[src/hw/rtl/vig_pkg.sv]
// Shared widths, constants and register codes of the vignette pixel unit.
package vig_pkg;

  localparam int ROW_W     = 12;
  localparam int CH_W      = 8;
  localparam int DIM_W     = 13;
  localparam int INV_W     = 33;
  localparam int FALL_W    = 41;
  localparam int CFG_IDX_W = 3;
  localparam int CFG_DAT_W = 41;

  // Largest image dimension honoured for the centre; larger values are clamped.
  localparam int MAX_DIM       = 4096;
  localparam int GAIN_BITS_DEF = 16;

  // Offset magnitude, its square, and one axis term of the distance.
  localparam int MAG_W  = 13;
  localparam int SQ_W   = 2 * MAG_W;
  localparam int AXIS_W = SQ_W + INV_W;
  localparam int DIST_W = AXIS_W + 1;

  // Pipeline: 11 stages, the last one is the output register.
  localparam int NUM_STAGES = 11;

  localparam logic [DIM_W-1:0] ROWS_RESET = 13'd480;
  localparam logic [DIM_W-1:0] COLS_RESET = 13'd640;

  typedef enum logic [CFG_IDX_W-1:0] {
    CFG_ROWS    = 3'd0,
    CFG_COLS    = 3'd1,
    CFG_INV_H   = 3'd2,
    CFG_INV_W   = 3'd3,
    CFG_FALLOFF = 3'd4
  } cfg_idx_t;

endpackage

[src/hw/rtl/vig_axis_lane.sv]
// One axis lane: squared doubled offset from the centre times its reciprocal.
module vig_axis_lane (
  input  logic                        clk,
  input  logic [3:0]                  en,
  input  logic [vig_pkg::ROW_W-1:0]   pos,
  input  logic [vig_pkg::DIM_W-1:0]   dim,
  input  logic [vig_pkg::INV_W-1:0]   inv,
  output logic [vig_pkg::AXIS_W-1:0]  term
);
  import vig_pkg::*;

  localparam int LO_W = 17;
  localparam int HI_W = INV_W - LO_W;

  logic [DIM_W-1:0]       dim_c;
  logic [MAG_W-1:0]       twice;
  logic [MAG_W-1:0]       mag_next;
  logic [MAG_W-1:0]       mag;
  logic [SQ_W-1:0]        sq;
  logic [SQ_W+LO_W-1:0]   pp_lo;
  logic [SQ_W+HI_W-1:0]   pp_hi;

  always_comb begin
    dim_c = (32'(dim) > MAX_DIM) ? DIM_W'(MAX_DIM) : dim;
    twice = {pos, 1'b0};
    mag_next = (twice >= dim_c) ? (twice - dim_c) : (dim_c - twice);
  end

  // Square, then split the reciprocal in two so each product stays narrow.
  always_ff @(posedge clk) begin
    if (en[0]) begin
      mag <= mag_next;
    end
    if (en[1]) begin
      sq <= SQ_W'(mag) * SQ_W'(mag);
    end
    if (en[2]) begin
      pp_lo <= (SQ_W+LO_W)'(sq) * (SQ_W+LO_W)'(inv[LO_W-1:0]);
      pp_hi <= (SQ_W+HI_W)'(sq) * (SQ_W+HI_W)'(inv[INV_W-1:LO_W]);
    end
    if (en[3]) begin
      term <= AXIS_W'(pp_lo) + (AXIS_W'(pp_hi) << LO_W);
    end
  end
endmodule

[config.mk]
export PLATFORM = sky130hd
export DESIGN_NAME = vig_axis_lane
export DESIGN_NICKNAME = d
export VERILOG_FILES = /design/src/hw/rtl/vig_pkg.sv /design/src/hw/rtl/vig_axis_lane.sv
export SDC_FILE = /design/constraint.sdc
export NUM_CORES = 2
export LEC_CHECK = 0
export ABC_AREA = 1
export CORE_MARGIN = 4
export CORE_UTILIZATION = 35
export CTS_CLUSTER_DIAMETER = 40
export DETAILED_ROUTE_END_ITERATION = 12
export DONT_BUFFER_PORTS = 1
export SLEW_MARGIN = 20
export SYNTH_ARGS = -nofsm -noshare
export SYNTH_HDL_FRONTEND = slang
export SYNTH_SLANG_ARGS = --single-unit
[constraint.sdc]
create_clock -name clk -period 8.5 [get_ports clk]
set_input_delay 1.7 -clock clk [delete_from_list [all_inputs] [get_ports clk]]
set_output_delay 1.7 -clock clk [all_outputs]
set_load 0.02 [all_outputs]
* After elaboration in Yosys (flattened, before gate mapping) *
Cells that the tools add are included.

operators by class
  $mul = 3
  $lt $le $gt $ge = 2
  mux-type cells = 2
  add/subtract/negate cells = 3

operators with widths
  cell                                                    number
  adder 43 x 59 -> 59 bit                                 1
  multiplier 26 x 17 -> 43 bit                            1
  multiplier 26 x 16 -> 42 bit                            1
  multiplier 13 x 13 -> 26 bit                            1
  2-to-1 mux 13 bit                                       2
  subtractor 13 bit                                       2
  greater-or-equal comparator 13 bit                      1
  greater-than comparator 13 bit (second input constant)  1

storage, ports and cells
  word-level logic and storage cells = 15
  output and inout port bits = 59
  bits of input ports = 63
  register bits after elaboration = 183

* Longest topological paths before layout *
  depth after elaboration = 4
  depth in mapped cells = 29
  mapped depth without buffers = 27

* Worst setup path before layout *
Ideal clock, no wire load.

  path kind = in2reg
  start point = input port inv[2] (netlist bit)
  end point = register pp_lo[30] (data pin)
  setup time = 0.253 ns
  path buffers = 2
  arrival = 6.560 ns
  data required time = 8.247 ns
  slack = 1.687 ns
  stages on the path = 21
  cells stage by stage = clkbuf_1 clkbuf_1 nand2_1 fa_1 inv_1 fa_1 inv_1 fa_1 inv_1 fa_1 fa_1 inv_1 fa_1 inv_1 ha_1 nand2_1 nor2_1 nand2_1 or2_2 nand4_1 nand2_1

on the way
  longest elaborated chain between the ends = 1

RTL lines
  element                       line                 text
  from (decl)                   vig_axis_lane.sv:7   input logic [vig_pkg::INV_W-1:0] inv,
  multiplier 26 x 17 -> 43 bit  vig_axis_lane.sv:38  pp_lo <= (SQ_W+LO_W)'(sq) * (SQ_W+LO_W)'(inv[LO_W-1:0]);
  to (signal assigned)          vig_axis_lane.sv:38
  to (decl)                     vig_axis_lane.sv:20  logic [SQ_W+LO_W-1:0] pp_lo;

No other way between the ends.
A chain may end at the register's enable or synchronous reset.

* Worst setup path after layout *
  start point = register sq[14]
  end point = register pp_hi[29] (data pin)

on the way
  longest elaborated chain between the ends = 1

RTL lines
  element                       line                 text
  from (decl)                   vig_axis_lane.sv:19  logic [SQ_W-1:0] sq;
  from (signal assigned)        vig_axis_lane.sv:35  sq <= SQ_W'(mag) * SQ_W'(mag);
  multiplier 26 x 16 -> 42 bit  vig_axis_lane.sv:39  pp_hi <= (SQ_W+HI_W)'(sq) * (SQ_W+HI_W)'(inv[INV_W-1:LO_W]);
  to (signal assigned)          vig_axis_lane.sv:39
  to (decl)                     vig_axis_lane.sv:21  logic [SQ_W+HI_W-1:0] pp_hi;

No other way between the ends.

==> metrics.log <==
INFO  metric synth_most_common_cell = sky130_fd_sc_hd__nand2_1
INFO  metric wire_length_of_the_first_global_routing_pass = 194000 µm
INFO  metric finalSetupViolCount = 0
INFO  metric max-slew-margin-rel = 29.5%
INFO  metric initial_utilization = 35.2%
INFO  metric die_w = 363 µm
INFO  metric tightest_slew = 1060 ps
INFO  metric design.core.area = 126000 µm²
INFO  metric post_synth.cell_area_avg = 7.45 µm²
INFO  metric drt_pre_antenna_iters = 7
INFO  metric timing.critical_path.slowest_stage_cell = sky130_fd_sc_hd__edfxtp_1
INFO  metric fin_nets = 6963
INFO  metric endpoint_kind = flip-flop
INFO  metric cts_tree = done
INFO  metric max_freq = 156 MHz
INFO  metric grt_antenna_before_repair = 0
INFO  metric library_cell_occupying_the_most_area_in_the_post_synthesis_netlist = sky130_fd_sc_hd__fa_1
INFO  metric regToRegStartpoint = sq[14]
INFO  metric finalCritPeriodShare = 75.6%
INFO  metric timing.critical_path.cells = buf_4 > nand2_1 > fa_1 > inv_1 > fa_1 > fa_1 > fa_1 > fa_1 > inv_1 > fa_1 > inv_1 > ha_1 > nand2_1 > nor2_1 > nand2_1 > or2_2 > nand4_1 > nand2_1
INFO  metric slew_violations = 0
INFO  metric largest_net_degree_at_the_start_of_global_routing = 86
INFO  metric insertedDiodeCount = 0
INFO  metric syn_area = 44200 µm²
INFO  metric cp.required = 8730 ps
INFO  metric layout.core_utilization = 36.9%
INFO  metric post_cts_resize_count = 0
INFO  metric min_period = 6430 ps
INFO  metric die-area = 132000 µm²
INFO  metric synth-main-ff-cell = sky130_fd_sc_hd__edfxtp_1
INFO  metric synth-warning-count = 0
INFO  metric post-place-ws = 1600 ps
INFO  metric cap_viol_max_count = 0
INFO  metric finalHoldViolations = 0
INFO  metric hold_end = term[13]
INFO  metric syn-instance-count = 5929
INFO  metric cts_buf_count = 17
INFO  metric reg2regPathDepth = 18
INFO  metric layout_setup_ws = 2070 ps
INFO  metric areaGrowthSynthToFinish = 4.75%
INFO  metric outcome = finished, final reports clean
INFO  metric fp.dieH = 363 µm
INFO  metric clock_latency_at_the_later_pin_of_the_worst_skew_pair = 510 ps
INFO  metric routed_via_density = 4.64
INFO  metric portBuffers = 0
INFO  metric min_path_type = flip-flop to flip-flop
INFO  metric overflow = 0
INFO  metric clock_skew = 27.6 ps
INFO  metric crit_arrival = 6660 ps
INFO  metric grt_pass1_vias = 36417
INFO  metric layout.filler_cells = 13201
INFO  metric detailroute.via_count = 34481
INFO  metric hold_depth = 0
INFO  metric netlist_top_cells_area = sky130_fd_sc_hd__fa_1 35%, sky130_fd_sc_hd__nand2_1 16%, sky130_fd_sc_hd__inv_1 15%, sky130_fd_sc_hd__edfxtp_1 12%, sky130_fd_sc_hd__ha_1 9.9%
INFO  metric ys_seq_elements = 182
INFO  metric worstSetupPathType = flip-flop to flip-flop
INFO  metric drtIter0Drc = 2202
INFO  metric detailedPlacementHpwl = 96400 µm
INFO  metric postRouteAntennaNets = 0
INFO  metric hold_path_startpoint = pp_lo[13]
INFO  metric post_synth_most_frequent_cells = 1863 x sky130_fd_sc_hd__nand2_1, 1771 x sky130_fd_sc_hd__inv_1, 777 x sky130_fd_sc_hd__fa_1
INFO  metric setup-tns-final = 0 ps
INFO  metric cts.path.max_buffers = 2
INFO  metric post-cts-setup-buffers = 0
INFO  metric worst_path_most_repeated_cell = sky130_fd_sc_hd__fa_1
INFO  metric drive_gt1_share = 1.94%
INFO  metric async_reset_ff_share = 0%
INFO  metric clkSinkCount = 182
INFO  metric cp_num_buf_inv = 4
INFO  metric drcViolationCount = 0
INFO  metric post_drt_wl_per_cell = 16.0 µm
INFO  metric grt_setup_unrepaired = false
INFO  metric htree_num_levels = 4
INFO  metric hold_fix_buffer_count_after_cts = 0
INFO  metric synth.lib_cells_used.distinct = 42
INFO  metric floorplan.io_pins = 122
INFO  metric seq_area_frac_synth = 12.4%
INFO  metric gp_congestion = 0.912
INFO  metric netlist.area_leader.share = 35.2%
INFO  metric synth-edff-count = 182
INFO  metric path_clk_slew = 80 ps
INFO  metric wl = 119000 µm
INFO  metric clock-root-buffer = sky130_fd_sc_hd__clkbuf_16
INFO  metric max_stage_delay = 1020 ps
INFO  metric worst_r2r_endpoint = pp_hi[29]
INFO  metric placementRows = 130
INFO  metric grt.total_usage = 18.5%
INFO  metric timing.critical_path.fanout_max = 18
INFO  metric worst-r2r-setup-slack = 2070 ps
INFO  metric critical_path.startpoint_type = flip-flop
INFO  metric kind_of_cell_adding_the_most_delay_to_the_critical_path = adder cells
## worst max-delay path by stage
stage,from,end,slack (ps),cells after the start
3_3_place_gp,inv[2],pp_lo[30],1610,19
6_report,sq[14],pp_hi[29],2070,18
5_1_grt,sq[10],pp_lo[39],1810,21
3_5_place_dp,inv[2],pp_lo[30],1600,19
4_1_cts,sq[10],pp_lo[39],2110,22
2_1_floorplan,inv[2],pp_lo[30],1690,21
## kinds of logic (layout without fill, tap and decap cells)
kind of cell | count (synthesis) | count (layout) | share of synthesized area (%)
DFF | 182 | 182 | 12.4
adders and majority gates | 1128 | 1128 | 45.1
buffers and inverters | 1994 | 1834 | 17.0
other | 2 | 18 | 0.0170
AOI/OAI and AO/OA | 189 | 189 | 2.44
and+or+nand+nor | 2330 | 2330 | 20.9
xor gates and xnor gates | 104 | 104 | 2.06
## area by class of cell
class | instances | area [µm²] | area share, %
tap | 1650 | 2060 | 4.46
timing repair buffer | 28 | 230 | 0.497
clock inverter | 15 | 184 | 0.397
multi-input combinational | 3769 | 31300 | 67.5
clock buffer | 17 | 425 | 0.919
inverter | 1774 | 6660 | 14.4
sequential | 182 | 5470 | 11.8
## metrics by stage
step | cells | hold slack (ps) | instance area (µm²)
floorplan | 5945 | 400 | 44200
global placement | 7402 | 404 | 45600
detailed placement | 7403 | 405 | 45700
CTS | 7435 | 426 | 46300
global route | 7435 | 437 | 46300
finish | 7435 | 425 | 46300
## registers in the layout, summed over array words and instances, names as in the netlist
signal  count
term       59
pp_lo      43
pp_hi      42
sq         25
mag        13
## placed cells by master (no fill, tap or decap), types with 2 or more instances in the layout
cell type | Yosys | layout
sky130_fd_sc_hd__a21o_1 | 7 | 7
sky130_fd_sc_hd__nor2_1 | 222 | 222
sky130_fd_sc_hd__xnor2_1 | 25 | 25
sky130_fd_sc_hd__inv_8 | 0 | 3
sky130_fd_sc_hd__and2_1 | 5 | 5
sky130_fd_sc_hd__edfxtp_1 | 182 | 182
sky130_fd_sc_hd__or2_2 | 5 | 5
sky130_fd_sc_hd__o21ai_1 | 3 | 3
sky130_fd_sc_hd__ha_1 | 351 | 351
sky130_fd_sc_hd__fa_1 | 777 | 777
sky130_fd_sc_hd__conb_1 | 2 | 18
sky130_fd_sc_hd__o21a_1 | 4 | 4
sky130_fd_sc_hd__nand3_1 | 132 | 132
sky130_fd_sc_hd__nand3b_1 | 4 | 4
sky130_fd_sc_hd__inv_1 | 1771 | 1771
sky130_fd_sc_hd__a21boi_0 | 2 | 2
sky130_fd_sc_hd__nand3_2 | 13 | 13
sky130_fd_sc_hd__nor3_1 | 24 | 24
sky130_fd_sc_hd__a21oi_1 | 107 | 107
sky130_fd_sc_hd__o21ai_0 | 36 | 36
sky130_fd_sc_hd__buf_4 | 6 | 27
sky130_fd_sc_hd__xor2_1 | 79 | 79
sky130_fd_sc_hd__o21bai_1 | 12 | 12
sky130_fd_sc_hd__clkinvlp_4 | 0 | 2
sky130_fd_sc_hd__inv_2 | 3 | 3
sky130_fd_sc_hd__nor3_2 | 3 | 3
sky130_fd_sc_hd__clkinv_8 | 0 | 6
sky130_fd_sc_hd__nand2b_1 | 2 | 2
sky130_fd_sc_hd__nand2_1 | 1863 | 1863
sky130_fd_sc_hd__a31oi_1 | 8 | 8
sky130_fd_sc_hd__nor2_2 | 8 | 8
sky130_fd_sc_hd__nor4_1 | 3 | 3
sky130_fd_sc_hd__nand2_2 | 9 | 9
sky130_fd_sc_hd__clkbuf_16 | 0 | 17
sky130_fd_sc_hd__o21ai_2 | 6 | 6
sky130_fd_sc_hd__nand4_1 | 33 | 33
## per-layer routing
metal	track usage, %	share of wire [%]
met5	0	0
met4	4.82	2.3
met3	3.63	7.4
met2	31.8	48
met1	24.0	43
Power is left out: the tool's default activity adds up to more than one toggle a clock period on the data nets, which glitch-free logic cannot reach.
