$ cat src/hw/rtl/vig_pkg.sv
// Shared widths, constants and register codes of the vignette pixel unit.
package vig_pkg;

  localparam int ROW_W     = 12;
  localparam int CH_W      = 8;
  localparam int DIM_W     = 13;
  localparam int INV_W     = 33;
  localparam int FALL_W    = 41;
  localparam int CFG_IDX_W = 3;
  localparam int CFG_DAT_W = 41;

  // Largest image dimension honoured for the centre; larger values are clamped.
  localparam int MAX_DIM       = 4096;
  localparam int GAIN_BITS_DEF = 16;

  // Offset magnitude, its square, and one axis term of the distance.
  localparam int MAG_W  = 13;
  localparam int SQ_W   = 2 * MAG_W;
  localparam int AXIS_W = SQ_W + INV_W;
  localparam int DIST_W = AXIS_W + 1;

  // Pipeline: 11 stages, the last one is the output register.
  localparam int NUM_STAGES = 11;

  localparam logic [DIM_W-1:0] ROWS_RESET = 13'd480;
  localparam logic [DIM_W-1:0] COLS_RESET = 13'd640;

  typedef enum logic [CFG_IDX_W-1:0] {
    CFG_ROWS    = 3'd0,
    CFG_COLS    = 3'd1,
    CFG_INV_H   = 3'd2,
    CFG_INV_W   = 3'd3,
    CFG_FALLOFF = 3'd4
  } cfg_idx_t;

endpackage

$ cat src/hw/rtl/vig_chan_lane.sv
// One colour lane: delays its byte alongside the gain path and scales it.
module vig_chan_lane #(
  parameter int GAIN_BITS = vig_pkg::GAIN_BITS_DEF
) (
  input  logic                            clk,
  input  logic [vig_pkg::NUM_STAGES-1:0]  en,
  input  logic [vig_pkg::CH_W-1:0]        ch,
  input  logic [GAIN_BITS:0]              gain,
  output logic [vig_pkg::CH_W-1:0]        scaled
);
  import vig_pkg::*;

  localparam int DLY  = NUM_STAGES - 1;
  localparam int PR_W = CH_W + GAIN_BITS + 1;

  logic [CH_W-1:0] dly [DLY];
  logic [PR_W-1:0] prod;

  assign prod = PR_W'(dly[DLY-1]) * PR_W'(gain);

  always_ff @(posedge clk) begin
    if (en[0]) begin
      dly[0] <= ch;
    end
    for (int k = 1; k < DLY; k++) begin
      if (en[k]) begin
        dly[k] <= dly[k-1];
      end
    end
    if (en[DLY]) begin
      scaled <= prod[GAIN_BITS+CH_W-1:GAIN_BITS];
    end
  end
endmodule

$ cat config.mk
export PLATFORM = sky130hd
export DESIGN_NAME = vig_chan_lane
export DESIGN_NICKNAME = d
export VERILOG_FILES = /design/src/hw/rtl/vig_pkg.sv /design/src/hw/rtl/vig_chan_lane.sv
export SDC_FILE = /design/constraint.sdc
export NUM_CORES = 1
export LEC_CHECK = 0
export BUFFER_PORTS_ARGS = -buffer_cell sky130_fd_sc_hd__buf_2
export CAP_MARGIN = 0
export CORE_MARGIN = 3
export CORE_UTILIZATION = 56
export DETAILED_ROUTE_END_ITERATION = 6
export PLACE_DENSITY = 0.77
export SETUP_SLACK_MARGIN = 0.5
export SLEW_MARGIN = 20
export SYNTH_ARGS = -nofsm -noshare
export SYNTH_HDL_FRONTEND = slang
export SYNTH_SLANG_ARGS = --single-unit
$ cat constraint.sdc
create_clock -name clk -period 4.7 [get_ports clk]
set_input_delay 0.94 -clock clk [delete_from_list [all_inputs] [get_ports clk]]
set_output_delay 0.94 -clock clk [all_outputs]
set_load 0.01 [all_outputs]
# Word level (Yosys, flattened, before mapping)

Memory sizes are Yosys's and may differ from the RTL's.
Index checks and enable logic that the tools add are counted.

Register bits: 8
Bits in latches: 0
Memory bits (writable): 80
Memory bits (read-only): 0
Bits of input ports: 37
Output and inout port bits: 8
Memories kept: 1

Memories:

| memory | words | bits a word | read ports | clocked after Yosys merged registers in | wr ports | line                | text |
|---|---|---|---|---|---|---|---|
| dly    | 10    | 8           | 10         | 0                                       | 10       | vig_chan_lane.sv:16 | `logic [CH_W-1:0] dly [DLY];` |

Add/subtract/negate cells: 0
Multiply operators: 1
Divide/modulo/power cells: 0
Order comparisons: 0
Eq/ne operators: 0
Shift-type cells: 0
Muxes and demuxes: 20
Bitwise logic cells: 0
Reduce and logical (&&, ||, !) cells: 0

Operators with widths:

| operator                                      | number |
|---|---|
| 8-bit by 17-bit multiplier with 24-bit output | 1 |
| 1-bit two-way mux                             | 20 |

# Logic depth before layout (Yosys ltp)

Gate-level depths: netlist (run 1).

Word-level depth: 2
Mapped depth: 17

# Worst setup path after synthesis (run 1)

No wires, ideal clock.

Kind: input -> register
Start: input gain[6]
End: register scaled[6] (netlist bit), data pin
Setup time: 0.255 ns
Data arrival time: 4.551 ns
Slack: -0.106 ns
Stages: 13
Buffers on the path: 0
Cell sequence: and2_1 -> fa_1 -> fa_1 -> fa_1 -> inv_1 -> fa_1 -> inv_1 -> ha_1 -> and3_1 -> a31oi_1 -> o311ai_2 -> a211o_1 -> and3_1

Word-level cells in the longest chain between the ends: 1

Ends and longest elaborated chain:

| what                                          | line                | text |
|---|---|---|
| from (decl)                                   | vig_chan_lane.sv:8  | `input logic [GAIN_BITS:0] gain,` |
| 8-bit by 17-bit multiplier with 24-bit output | vig_chan_lane.sv:19 | `assign prod = PR_W'(dly[DLY-1]) * PR_W'(gain);` |
| via prod[22]                                  | vig_chan_lane.sv:17 | `logic [PR_W-1:0] prod;` |
| to (signal assigned)                          | vig_chan_lane.sv:31 | `scaled <= prod[GAIN_BITS+CH_W-1:GAIN_BITS];` |
| to (decl)                                     | vig_chan_lane.sv:9  | `output logic [vig_pkg::CH_W-1:0] scaled` |

The timed path passes the listed nets, and every way through them passes these cells.
A chain may end at the register's enable or synchronous reset.

# Worst setup path after layout (run 1)

Start: input gain[9]
End: register scaled[6] (netlist bit), data pin

The elaborated chain is that of the path after synthesis.

==> metrics, run 1 <==
status finished, final reports clean; row count 39; Die Span X 115 µm; Synth cell types 35; Die Y-Extent 115 µm; CTS sink count 88; H-tree depth 3; Clock Skew 0.00770 ns; Syn Inst Count 539; largest net degree at the start of global routing 18; RSZ-0062 raised after global routing yes; Fillers 775; power consumption 4.20 mW; top_reg_cell synth edfxtp_1; DR vias 4272; core area 11500 µm²; Slew HR 0.590; routed len/inst 15.9 µm; FFs w/ async S/R, synth 0; grt total ovfl 0; vias in the first global route 4702; startpoint types input port; number of synthesized flops with an enable pin 88; CTS root buf clkbuf_16; DP Cell Count 768; Iteration-0 DRC Markers 224; I/O Buffers 44; Post-Layout Cell Count 805; PwrDens 503 nW/µm²; area grow syn2layout 25.1%; IO Pins 45; post-synthesis sequential area ratio 0.397; number of CTS-inserted buffers 9; crit end category register; Worst VDD drop 0.270 mV; Worst Max-Slew Pin Slew 0.615 ns; Synthesis Warnings 0; commonest non-fill, non-tap cells in the layout edfxtp_1, and2_1, fa_1; HP Class reg -> reg; # DRC 0; drt pass-1 iters 4; Routed Antenna Nets 0; dpl hpwl 9430 µm; CTS tree done; flops & latches, synth 88; layout cells sized above 1 0.326; clock period minus worst slack 4.57 ns; CP max-delay cell fa_2; Netlist Area Pre-Place 6660 µm²; ANT cells 0; Critical Path AT 4.66 ns; count of final max-slew check failures 0; final hold vios 0; crit path max fanout 8; vias per cell 5.31; Avg Cell Area, Syn 12.4 µm²; Final setup viols 0; critical path required time 4.79 ns; CP peak stage delay 0.60 ns; cts hold-fix bufs 0; Maximum Capacitance Violations 0; layout net count 823; most common cell after layout, fill and taps aside edfxtp_1; GPL Wtd Cong 0.850; WS Path Type in -> reg; Lkg Pwr 3.73 nW; Reg clk slew, reported paths 0.07 ns; CTS Buffer Depth 2; die area 13200 µm²; syn nets 704; f_max 219 MHz; Final Cycle Share 0.971; first-pass GRT wire length 21900 µm; initial core utilization 0.578; clk_lat worst skew 0.33 ns; initial antenna violation count 0; global-route usage over all layers 0.212; cells along the critical path buf_8, and2_4, fa_2, fa_2, fa_1, inv_2, fa_1, inv_2, ha_4, and4_4, nand3_4, o311a_4, nor2b_1, o21ai_1, and3_1; Routed Wire Length 12800 µm
-- critical path: cells and delay by family --
| family | cells | cell delay, ns |
|---|---|---|
| AOI/OAI and AO/OA | 2 | 0.38 |
| adders and majority gates | 5 | 2.35 |
| buffers and inverters | 3 | 0.21 |
| and+or+nand+nor | 5 | 0.78 |
-- timing repair --
action                                  4_1_cts  5_1_grt
gates resized for setup                      51       35
buffers inserted                             17        5
endpoints found under the setup margin        8        8
pin swaps                                    35       20
-- state kept, by name, indices dropped and copies added (netlist names) --
register and count:
dly 80, scaled 8
-- layer usage --
layer	wire, µm	track usage	part of all wire	vias up
li1	-	-	-	1972
met1	5050	0.266	0.39	2151
met2	6840	0.370	0.53	123
met3	608	0.0421	0.047	26
met4	342	0.0681	0.027	0
met5	0	0	0	-
-- cell type report --
cell class / count / area [µm²] / share of cell area
timing repair buffer: 116 / 913 / 0.110
sequential: 88 / 2640 / 0.317
inverter: 94 / 353 / 0.0423
tap: 143 / 179 / 0.0215
clock inverter: 6 / 51.3 / 0.00616
multi-input combinational: 349 / 3970 / 0.476
clock buffer: 9 / 225 / 0.0270
-- report_power, final --
part	total, mW	switching [mW]	internal (mW)
registers	1.01	0.0237	0.990
clock network	0.662	0.300	0.363
logic	2.52	1.23	1.29
total	4.20	1.55	2.64
-- stage by stage --
stage | setup TNS, ns | setup WS (ns) | hold WS, ns | utilization | instance area [µm²]
after floorplan | 0 | 0.0683 | 0.400 | - | 6850
after global placement | -1.18 | -0.222 | 0.401 | 0.660 | 7600
after detailed placement | -1.47 | -0.285 | 0.405 | 0.660 | 7600
after CTS | 0 | 0.117 | 0.415 | 0.710 | 8170
after global routing | -0.00904 | -0.00778 | 0.423 | 0.724 | 8330
final | 0 | 0.135 | 0.412 | 0.724 | 8330
-- cells in the mapped netlist, types with 2 or more instances --
cell type	n	area [µm²]
a211oi_2	2	25.0
nor3_1	3	15.0
ha_1	40	500
edfxtp_1	88	2640
inv_1	94	353
nand2_1	33	124
nand3_1	4	20.0
xor2_1	5	43.8
clkbuf_1	8	30.0
o21ai_0	11	55.1
and2_1	109	682
and3_1	4	25.0
o21bai_1	2	15.0
a21o_1	6	45.0
a221oi_1	2	17.5
o21ai_1	2	10.0
nor2_1	5	18.8
a211o_1	2	17.5
a21oi_2	3	26.3
fa_1	88	1760
xnor2_1	6	52.6
nand2b_1	2	12.5
a21oi_1	8	40.0
-- final timing paths --
check,from,slack [ns],to,cells after the start
hold / removal,dly[7][0],0.41,dly[8][0],0
hold reg to reg,dly[7][0],0.41,dly[8][0],0
setup reg to reg,dly[9][4],0.21,scaled[6],16
setup / recovery,gain[9],0.13,scaled[6],15
-- kinds of logic after synthesis --
| group | Yosys count | share of synthesized area |
|---|---|---|
| AO/OA/AOI/OAI | 45 | 0.0492 |
| XOR/XNOR | 11 | 0.0145 |
| adder cells (fa/ha/maj) | 128 | 0.340 |
| buffers and inverters | 102 | 0.0575 |
| flip-flops | 88 | 0.397 |
| AND/OR/NAND/NOR | 165 | 0.143 |
Note: power is estimated with default switching activity, not from simulation.
==> inputs of run 2 (changes only) <==
--- a/config.mk
+++ b/config.mk
@@ -11,6 +11,7 @@
 export CORE_UTILIZATION = 56
 export DETAILED_ROUTE_END_ITERATION = 6
 export PLACE_DENSITY = 0.77
+export RECOVER_POWER = 100
 export SETUP_SLACK_MARGIN = 0.5
 export SLEW_MARGIN = 20
 export SYNTH_ARGS = -nofsm -noshare
==> run 2 against run 1 <==
  * Power decreased by 0.24%
  * Clock skew barely moved
  * Sequential power barely moved
  * First-iteration DRC count is 15% higher
  * Setup slack lost 0.0026 ns
  * Via count hardly changed
  * Routed wire length is essentially flat
  * Sequential cell count unchanged
  * Global-route usage unchanged
  * Register-to-register slack hardly changed
  * Final cell count did not move
  * Die area did not move
  * Highest routed layer unchanged
==> metrics, run 2 (same netlist as run 1, synthesis figures left out) <==
FF-to-FF path depth 16 (unchanged); hold path depth 0 (unchanged); CTS sink count 88 (unchanged); CTS tree done (unchanged); IO Pins 45 (unchanged); R2R setup slack 0.21 ns (about the same); dpl cell area 7600 µm² (unchanged); Biggest register dly (unchanged); largest net degree at the start of global routing 18 (unchanged); layout cells sized above 1 0.298 (was 0.326); grt total ovfl 0 (unchanged); GPL Wtd Cong 0.850 (unchanged); die area 13200 µm² (unchanged); final worst setup slack 0.132 ns (was 0.135 ns); dpl hpwl 9430 µm (unchanged); routed len/inst 15.9 µm (about the same); initial core utilization 0.578 (unchanged); Slew HR 0.604 (was 0.590); Iteration-0 DRC Markers 257 (was 224); status finished, final reports clean (unchanged); pre-CTS WS -0.285 ns (unchanged); Reg clk slew, reported paths 0.06 ns (was 0.07 ns); Worst VDD drop 0.270 mV (about the same); Critical Path AT 4.65 ns (was 4.66 ns); Maximum Capacitance Violations 0 (unchanged); clock period minus worst slack 4.57 ns (about the same); I/O Buffers 44 (unchanged); CTS root buf clkbuf_16 (unchanged); DP Cell Count 768 (unchanged); Routed Antenna Nets 0 (unchanged); vias in the first global route 4702 (unchanged); row count 39 (unchanged); PwrDens 504 nW/µm² (was 503 nW/µm²); post-route cell area 8310 µm² (was 8330 µm²); first-pass GRT wire length 21900 µm (unchanged); count of final max-slew check failures 0 (unchanged); Clock Skew 0.00726 ns (was 0.00770 ns); Die Span X 115 µm (unchanged); Lkg Pwr 3.68 nW (was 3.73 nW); drt pass-1 iters 4 (unchanged); max reg flops 80 (unchanged); Final Cycle Share 0.972 (was 0.971); cells along the critical path buf_6, and2_1, fa_1, fa_2, fa_1, inv_1, fa_1, inv_2, ha_4, a21oi_4, o21ai_1, a31o_1, a211o_1, a21oi_2, xnor2_1 (was buf_8, and2_4, fa_2, fa_2, fa_1, inv_2, fa_1, inv_2, ha_4, and4_4, nand3_4, o311a_4, nor2b_1, o21ai_1, and3_1); # DRC 0 (unchanged); core area 11500 µm² (unchanged); CP peak stage delay 0.56 ns (was 0.60 ns); vias per cell 5.31 (about the same); Post-Layout Cell Count 805 (unchanged); hold_ws 0.413 ns (was 0.412 ns); global-route usage over all layers 0.212 (unchanged); startpoint types input port (unchanged); Critical R2R Capture scaled[6] (unchanged); layout net count 823 (unchanged); Largest regs dly: 80 flops, scaled: 8 flops (unchanged); f_max 219 MHz (about the same); Hold Startpoint dly[7][0] (unchanged); most common cell after layout, fill and taps aside edfxtp_1 (unchanged); Worst Hold End dly[8][0] (unchanged); launching point of the worst reg2reg path dly[9][4] (unchanged); number of CTS-inserted buffers 9 (unchanged); WS Path Type in -> reg (unchanged); most frequent CP cell fa_1; Worst Max-Slew Pin Slew 0.594 ns (was 0.615 ns); Die Y-Extent 115 µm (unchanged); crit path max fanout 7 (was 8); RSZ-0062 raised after global routing yes (unchanged); critical path required time 4.78 ns (was 4.79 ns); commonest non-fill, non-tap cells in the layout edfxtp_1, and2_1, fa_1 (unchanged); ANT cells 0 (unchanged); DR vias 4275 (was 4272); H-tree depth 3 (unchanged); cts hold-fix bufs 0 (unchanged); clk_lat worst skew 0.33 ns (about the same); CP max-delay cell fa_1 (was fa_2); Final setup viols 0 (unchanged); CTS Buffer Depth 2 (unchanged); area grow syn2layout 24.7% (was 25.1%); Routed Wire Length 12800 µm (about the same); final hold vios 0 (unchanged); initial antenna violation count 0 (unchanged); crit end category register (unchanged); HP Class reg -> reg (unchanged)
## run 2: what timing repair did
action | 4_1_cts | 5_1_grt
pin swaps | 35 | 20
resized for setup | 51 | 35
endpoints found under the setup margin | 8 | 8
setup buffers | 17 | 5
## run 2: worst max path at each step
| stage | from | end | cells past startpoint |
|---|---|---|---|
| 3_3_place_gp | gain[3] | scaled[6] | 15 |
| 2_1_floorplan | gain[13] | scaled[6] | 16 |
| 5_1_grt | gain[13] | scaled[6] | 17 |
| 4_1_cts | gain[11] | scaled[6] | 15 |
| 6_report | gain[6] | scaled[7] | 15 |
| 3_5_place_dp | gain[3] | scaled[6] | 15 |
## run 2: worst max-delay path: cells and delay by family
family	cells	cell delay, ns
AO/OA/AOI/OAI	5	0.99
AND/OR/NAND/NOR	1	0.15
adder cells (fa/ha/maj)	5	2.27
buffers and inverters	3	0.21
XOR/XNOR	1	0.07
## run 2: report_power, final
group          switching, mW  total (mW)  internal (mW)
Combinational           1.23        2.51           1.28
Clock                  0.299       0.661          0.363
Sequential            0.0243        1.01          0.990
Total                   1.55        4.19           2.63
## run 2: final cells by class
cell class,count,area [µm²]
Timing Repair Buffer,116,890
Fill cell,778,3210
Inverter,94,353
Clock inverter,6,51.3
Multi-Input combinational cell,349,3970
Tap cell,143,179
Clock buffer,9,225
Sequential cell,88,2640
## run 2: layer usage
metal / track usage / wire length (µm) / vias up
met1: 0.266 / 5040 / 2141
met2: 0.370 / 6790 / 134
li1: - / - / 1972
met4: 0.0681 / 364 / 0
met3: 0.0421 / 630 / 28
met5: 0 / 0 / -
## run 2: stage by stage
stage	setup TNS [ns]	utilization	total power, mW
after floorplan	0	-	2.56
after global placement	-1.18	0.660	3.17
after detailed placement	-1.47	0.660	3.23
after CTS	0	0.710	4.05
after global routing	-0.00904	0.722	4.54
final	0	0.722	4.19
